**src/hw/rtl/ets_pkg.sv**
```systemverilog
// Shared constants, types and codes of the exp/tanh/sigmoid unit.
// No dependencies; every RTL module imports this package.
package ets_pkg;

	localparam int FRAC_BITS    = 16;
	localparam int TAYLOR_TERMS = 8;

	localparam int X_W   = 32;   // input argument width
	localparam int Y_W   = 48;   // result width
	localparam int ARG_W = 33;   // argument of the exponential, room for negation
	localparam int RED_W = 22;   // clamped argument, |x| <= 20
	localparam int K_W   = 6;    // power of two count, -28..28
	localparam int CX_W  = 17;   // reduced argument in the cells, |x| <= ln2
	localparam int TERM_W = 18;  // signed series term, |term| <= 1.0
	localparam int MAG_W  = 17;  // term magnitude
	localparam int SUM_W  = 20;  // signed partial sum, below 2.0
	localparam int RECIP_SHIFT = 28;
	localparam int RECIP_W     = 29;
	localparam int RR_SHIFT = 37;  // reciprocal of ln2 used to find k
	localparam int RR_W     = 22;
	localparam int NUM_W = 22;   // divider numerator magnitude
	localparam int DEN_W = 23;   // divider denominator
	localparam int Q_W   = 17;   // divider quotient, at most 1.0

	localparam int ONE_FX     = 1 << FRAC_BITS;
	localparam int LN2_FX     = 45426;
	localparam int EXP_LIMIT  = 20 << FRAC_BITS;
	localparam int TANH_LIMIT = 4 << FRAC_BITS;

	typedef enum logic [1:0] {
		FUNC_EXP  = 2'd0,
		FUNC_TANH = 2'd1,
		FUNC_SIG  = 2'd2,
		FUNC_NONE = 2'd3
	} func_t;

	typedef enum logic [1:0] {
		EXP_IDLE,
		EXP_REDUCE,
		EXP_FOLD,
		EXP_CHAIN
	} exp_state_t;

	typedef enum logic [2:0] {
		ST_IDLE,
		ST_EXP_A,
		ST_EXP_B,
		ST_DIV,
		ST_FIN
	} top_state_t;

	// Data handed from one series cell to the next.
	typedef struct packed {
		logic                     valid;
		logic signed [CX_W-1:0]   x;
		logic signed [TERM_W-1:0] term;
		logic signed [SUM_W-1:0]  sum;
	} cell_bus_t;

endpackage

```
**src/hw/rtl/ets_divider.sv**
```systemverilog
// Restoring divider: quotient = (num << FRAC_BITS) / den, one bit a cycle.
// Requires num <= den. Depends on ets_pkg.
module ets_divider import ets_pkg::*; (
	input  logic             clk,
	input  logic             arst_n,
	input  logic             start,
	input  logic [NUM_W-1:0] num,
	input  logic [DEN_W-1:0] den,
	output logic             done,
	output logic [Q_W-1:0]   quot
);

	localparam int CNT_W = $clog2(Q_W + 1);

	logic             busy_q;
	logic             done_q;
	logic [CNT_W-1:0] cnt_q;
	logic [DEN_W-1:0] den_q;
	logic [DEN_W-1:0] rem_q;
	logic [Q_W-1:0]   bits_q;
	logic [Q_W-1:0]   quot_q;
	logic [DEN_W:0]   trial;
	logic             fits;

	always_comb begin
		trial = {rem_q, bits_q[Q_W-1]};
		fits  = trial >= {1'b0, den_q};
	end

	always_ff @(posedge clk or negedge arst_n) begin
		if (!arst_n) begin
			busy_q <= 1'b0;
			done_q <= 1'b0;
			cnt_q  <= '0;
		end else begin
			done_q <= 1'b0;
			if (start) begin
				busy_q <= 1'b1;
				cnt_q  <= CNT_W'(Q_W);
			end else if (busy_q) begin
				cnt_q <= cnt_q - CNT_W'(1);
				if (cnt_q == CNT_W'(1)) begin
					busy_q <= 1'b0;
					done_q <= 1'b1;
				end
			end
		end
	end

	// The dividend's top part, num >> 1, is already below den; its last bit
	// and the fraction zeros enter one per cycle.
	always_ff @(posedge clk) begin
		if (start) begin
			den_q  <= den;
			rem_q  <= DEN_W'(num >> 1);
			bits_q <= {num[0], {(Q_W-1){1'b0}}};
		end else if (busy_q) begin
			rem_q  <= fits ? DEN_W'(trial - {1'b0, den_q}) : DEN_W'(trial);
			bits_q <= bits_q << 1;
			quot_q <= {quot_q[Q_W-2:0], fits};
		end
	end

	assign done = done_q;
	assign quot = quot_q;

endmodule

```
**config.mk**
```make
export PLATFORM = sky130hd
export DESIGN_NAME = ets_divider
export DESIGN_NICKNAME = d
export VERILOG_FILES = /design/src/hw/rtl/ets_pkg.sv /design/src/hw/rtl/ets_divider.sv
export SDC_FILE = /design/constraint.sdc
export NUM_CORES = 1
export LEC_CHECK = 0
export BUFFER_PORTS_ARGS = -buffer_cell sky130_fd_sc_hd__buf_2
export CAP_MARGIN = 10
export CORE_UTILIZATION = 45
export DETAILED_ROUTE_END_ITERATION = 8
export GPL_ROUTABILITY_DRIVEN = 0
export PLACE_DENSITY = 0.73
export REMOVE_ABC_BUFFERS = 1
export SYNTH_ARGS = -nofsm -noshare
export SYNTH_HDL_FRONTEND = slang
export SYNTH_SLANG_ARGS = --single-unit
```
**constraint.sdc**
```tcl
create_clock -name clk -period 2.7 [get_ports clk]
set_clock_uncertainty 0.1 [all_clocks]
set_input_delay 0.135 -clock clk [delete_from_list [all_inputs] [get_ports clk]]
set_output_delay 0.135 -clock clk [all_outputs]
set_load 0.05 [all_outputs]
```
# Word-level counts from Yosys, hierarchy flattened
# Cells that the tools add are included.
# op_classes
add_sub_neg	2
eq_ne	1
mul	0
n_lt_le_gt_ge	1
n_div	0
n_shift	0
bitwise_logic	1
n_reduce_logical	2
muxes	13
# ops
cell	n
2-to-1 mux 21 bit	2
2-to-1 mux 17 bit	2
>= comparator 24 x 23 -> 1 bit	1
2-to-1 mux 23 bit	1
subtractor 23 bit	1
2-to-1 mux 5 bit	2
2-to-1 mux 1 bit	6
equality test 5 x 1 -> 1 bit, second input constant	1
subtractor 5 x 1 -> 5 bit, second input constant	1
AND reduction 2 bit	1
nonzero test 2 bit	1
NOT 1 bit	1
# totals
rom_bits	0
latch_bits	0
wordCells	28
mem_count	0
register_bits	71
inputBits	48
ram_bits	0
out_inout_bits	18

# Depth between registers and ports, before layout
# logic_depth
ltp_word	4
mapped_depth	12
depth_no_buf	11

# Least setup slack after synthesis
# No wires, ideal clock.
# synth_path
kind	register -> register
from	register den_q[0]
to	register rem_q[10] (data pin)
n_path_buf	0
arrival_ns	2.192
setup_ns	0.261
path_stages_with_launch	10
slack_ns	0.147
required_time_ns	2.339
period_less_slack_ns	2.553
cell_sequence	edfxtp_1 ha_1 fa_1 nand2b_1 a211oi_1 nor2b_1 o21ai_1 a21oi_1 xnor2_1 a221o_1
# synth_via
elab_chain_len	4
word_cells_on_any_way	5
classes_between	add/sub: 1; order compare: 1; mux: 3
# synth_rtl
item	line_no	text
start, declared	ets_divider.sv:18	logic [DEN_W-1:0] den_q;
start signal, assigned	ets_divider.sv:54	den_q <= den;
subtractor 23 bit or >= comparator 24 x 23 -> 1 bit (tied branches)	ets_divider.sv:58, ets_divider.sv:27	
2-to-1 mux 23 bit (*)	ets_divider.sv:58	rem_q <= fits ? DEN_W'(trial - {1'b0, den_q}) : DEN_W'(trial);
2-to-1 mux 21 bit (*)	ets_divider.sv:57	end else if (busy_q) begin
2-to-1 mux 21 bit (*)	ets_divider.sv:53	if (start) begin
end signal, assigned	ets_divider.sv:55	rem_q <= DEN_W'(num >> 1);
end signal, assigned	ets_divider.sv:58	
end, declared	ets_divider.sv:19	logic [DEN_W-1:0] rem_q;
# Mark *: on every way between the ends. The rest lies on a longest branch, timed or not. The select of a mux whose other input is x is not followed.
# A chain may end at the register's enable or synchronous reset.

# Worst setup path in the final report
# layout_path
from	register den_q[1]
to	register rem_q[15] (data pin)
# The elaborated chain is that of the path after synthesis.

==> flow_summary.toml <==
[status]
status = "complete, no violations"

[cells_and_area]
multi_input_area_um2 = 1940
seqCellArea_um2 = 2080
nets = 563
layout-area-overhead-vs-synth_pct = 32.8
antennaDiodeCount = 0
drive_gt1_frac = 0.273
nFillCells = 709

[logic_synthesis]
synth_largest_area_cell = "edfxtp_1"
yosysTopAreaCellShare = 0.456
synth_area_leaders = "edfxtp_1 46%, ha_1 7.7%, dfrtp_1 4.3%, inv_1 3.1%, nand2_1 2.9%"
synth_seq_cells = 71
syn-instance-count = 367
synth_edf_count = 62
syn_area_um2 = 4080
synthArstFlopShare = 0.0986
synth_ff_type = "edfxtp_1"
yosysMostFrequentCell = "edfxtp_1"
synth_warnings = 0
ys_types = 64
synth_commonest_cells = "62 x edfxtp_1, 34 x inv_1, 31 x nand2_1"
avgSynthCellArea_um2 = 11.1
ys_seq_area_frac = 0.509

[timing]
fmax_mhz = 381
hold_violations = 0
tns_ps = 0
worstMarginPinSlew_ps = 696
finalWorstSetupSlack_ps = 75.6
report.final.slew_viol_count = 0
setup_viol = 0
rsz0062_at_grt = "true"
min_period_ps = 2620
min_period_over_period = 0.972
relSlewSlack = 0.535

[critical_path]
cp_top_family = "compound AO/OA/AOI/OAI gates"
worstPathArrival_ps = 2620
cp_max_fo = 4
cp_slowest_stage_delay_ps = 410
cp-start-kind = "flop"
end_kind = "flop"
crit_slowest_cell = "edfxtp_1"
crit_required_ps = 2700
path_buf_inv = 1
path_cells = "inv_1, ha_1, nor2b_4, o31a_1, o41ai_4, nand3_2, a31oi_1, xnor2_1, a221o_1"
worstSetupPathType = "reg2reg"
r2r_cells = 9
cp.depth = 9

[route]
vias = 3296
wl_mm = 9.10
drc_errors = 0
vias_per_cell = 5.48
drtPass1Iterations = 4
drt-initial-drc-count = 142
postRouteAntennaNets = 0
wire_per_inst_um = 15.1

[clock_network]
cts.clk_slew.worst_paths_ps = 80
htreeDepth = 3
numCtsBuffers = 9
clk_path_buf_depth = 2
clockRootBuffer = "clkbuf_8"
clkLatencyLatePin_ps = 350
cts_tree = "done"
clkSinkCount = 71

[global_routing]
antenna_found_initial = 0
track_usage = 0.197
grt_overflow = 0
grt_first_pass_wirelength_mm = 14.9
grt_max_degree = 87
first_global_vias = 3187

[floorplanning]
die_area_um2 = 9450
ioPinCount = 66
start_util = 0.466
chipHeight_um = 97.2
dieWidth_um = 97.2
row_count = 34
core-area_um2 = 8760

[worst_hold_path]
holdPathStages = 3
hold_class = "in2reg"

[place]
numPortBuffers = 65
hpwl_mm = 6.11
pre_cts_ws_ps = -5.36

[power_and_ir_drop]
ir_worst_vdd_uv = 452
power.density_nw_per_um2 = 1070
leakage_uw = 0.00226

[job]
drv_cap = 0
-- power by group --
part	total [uW]	internal [uW]	switching [uW]
registers	1760	1570	183
logic	3070	1360	1710
clock network	969	533	437
total	5790	3470	2330
-- worst min-delay path: stages --
cell and delay, ps:
buf_2 70, nand2_1 60, o311ai_1 80
-- layout by cell type (no fill, tap or decap), types with 5 or more instances in the layout --
cell            n
a221o_1         6
buf_4          17
ha_2            7
o21ai_0        14
xor2_1          9
ha_1           15
xnor2_1        13
clkbuf_8        9
nor2b_1         7
nand3b_1        8
a21o_1          6
a31oi_1         5
o311ai_0        6
buf_2          65
dfrtp_1         7
dlygate4sd3_1  38
edfxtp_1       62
nor3_1          6
nand2_1        31
a21oi_1        13
inv_1          34
nor2_1         12
nand2b_1        5
-- worst paths after layout --
kind | startpoint | endpoint | slack (ps)
min reg2reg | quot[0]$_DFFE_PP_ | quot[1]$_DFFE_PP_ | 350
max | den_q[1]$_DFFE_PP_ | rem_q[15]$_DFFE_PP_ | 80
max reg2reg | den_q[1]$_DFFE_PP_ | rem_q[15]$_DFFE_PP_ | 80
max in group asynchronous | arst_n | done$_DFF_PN0_ | 2300
min | num[1] | rem_q[0]$_DFFE_PP_ | 20
min in group asynchronous | arst_n | cnt_q[4]$_DFFE_PN0P_ | 40
-- registers in the layout, summed over array words and instances (netlist names) --
register	cells
den_q	23
rem_q	23
quot	17
cnt_q	5
bits_q	1
busy_q	1
done	1
-- kinds of logic after synthesis --
| family | share of synthesized area |
|---|---|
| buffers and inverters | 0.0490 |
| multiplexers | 0.00245 |
| AND/OR/NAND/NOR | 0.131 |
| AO/OA/AOI/OAI | 0.180 |
| flip-flops | 0.509 |
| XOR/XNOR | 0.0472 |
| adder cells (fa/ha/maj) | 0.0815 |
-- per-layer routing --
| layer | GRT usage | up-vias | wire [um] |
|---|---|---|---|
| met1 | 0.256 | 1552 | 4130 |
| met2 | 0.321 | 109 | 4350 |
| met3 | 0.0568 | 12 | 496 |
| met4 | 0.0554 | 0 | 121 |
| li1 | - | 1623 | - |
| met5 | 0 | - | 0 |
-- layout make-up --
cell class | count | share of cell area
tap | 108 | 0.0249
multi-input combinational | 248 | 0.358
inverter | 35 | 0.0247
timing repair buffer | 124 | 0.167
clock inverter | 7 | 0.0194
sequential | 71 | 0.383
clock buffer | 9 | 0.0228
-- what timing repair did --
item,in CTS,in global routing
endpoints found under the setup margin,7,19
gates resized for setup,1,32
hold buffers,37,1
buffers inserted,0,6
pin swaps,0,8
endpoints found under the hold margin,43,1
cloned,0,0
-- metrics by stage --
step	power [uW]	instances	cell area, um^2	util	hold WS [ps]
after floorplan	3680	354	4010	-	-261
after global placement	4380	542	4610	0.526	-126
after detailed placement	4440	542	4610	0.526	-121
after CTS	5480	595	5210	0.595	1.84
after global routing	6190	602	5420	0.619	13.9
final	5790	602	5420	0.619	16.1
(Power assumes the default switching activity.)
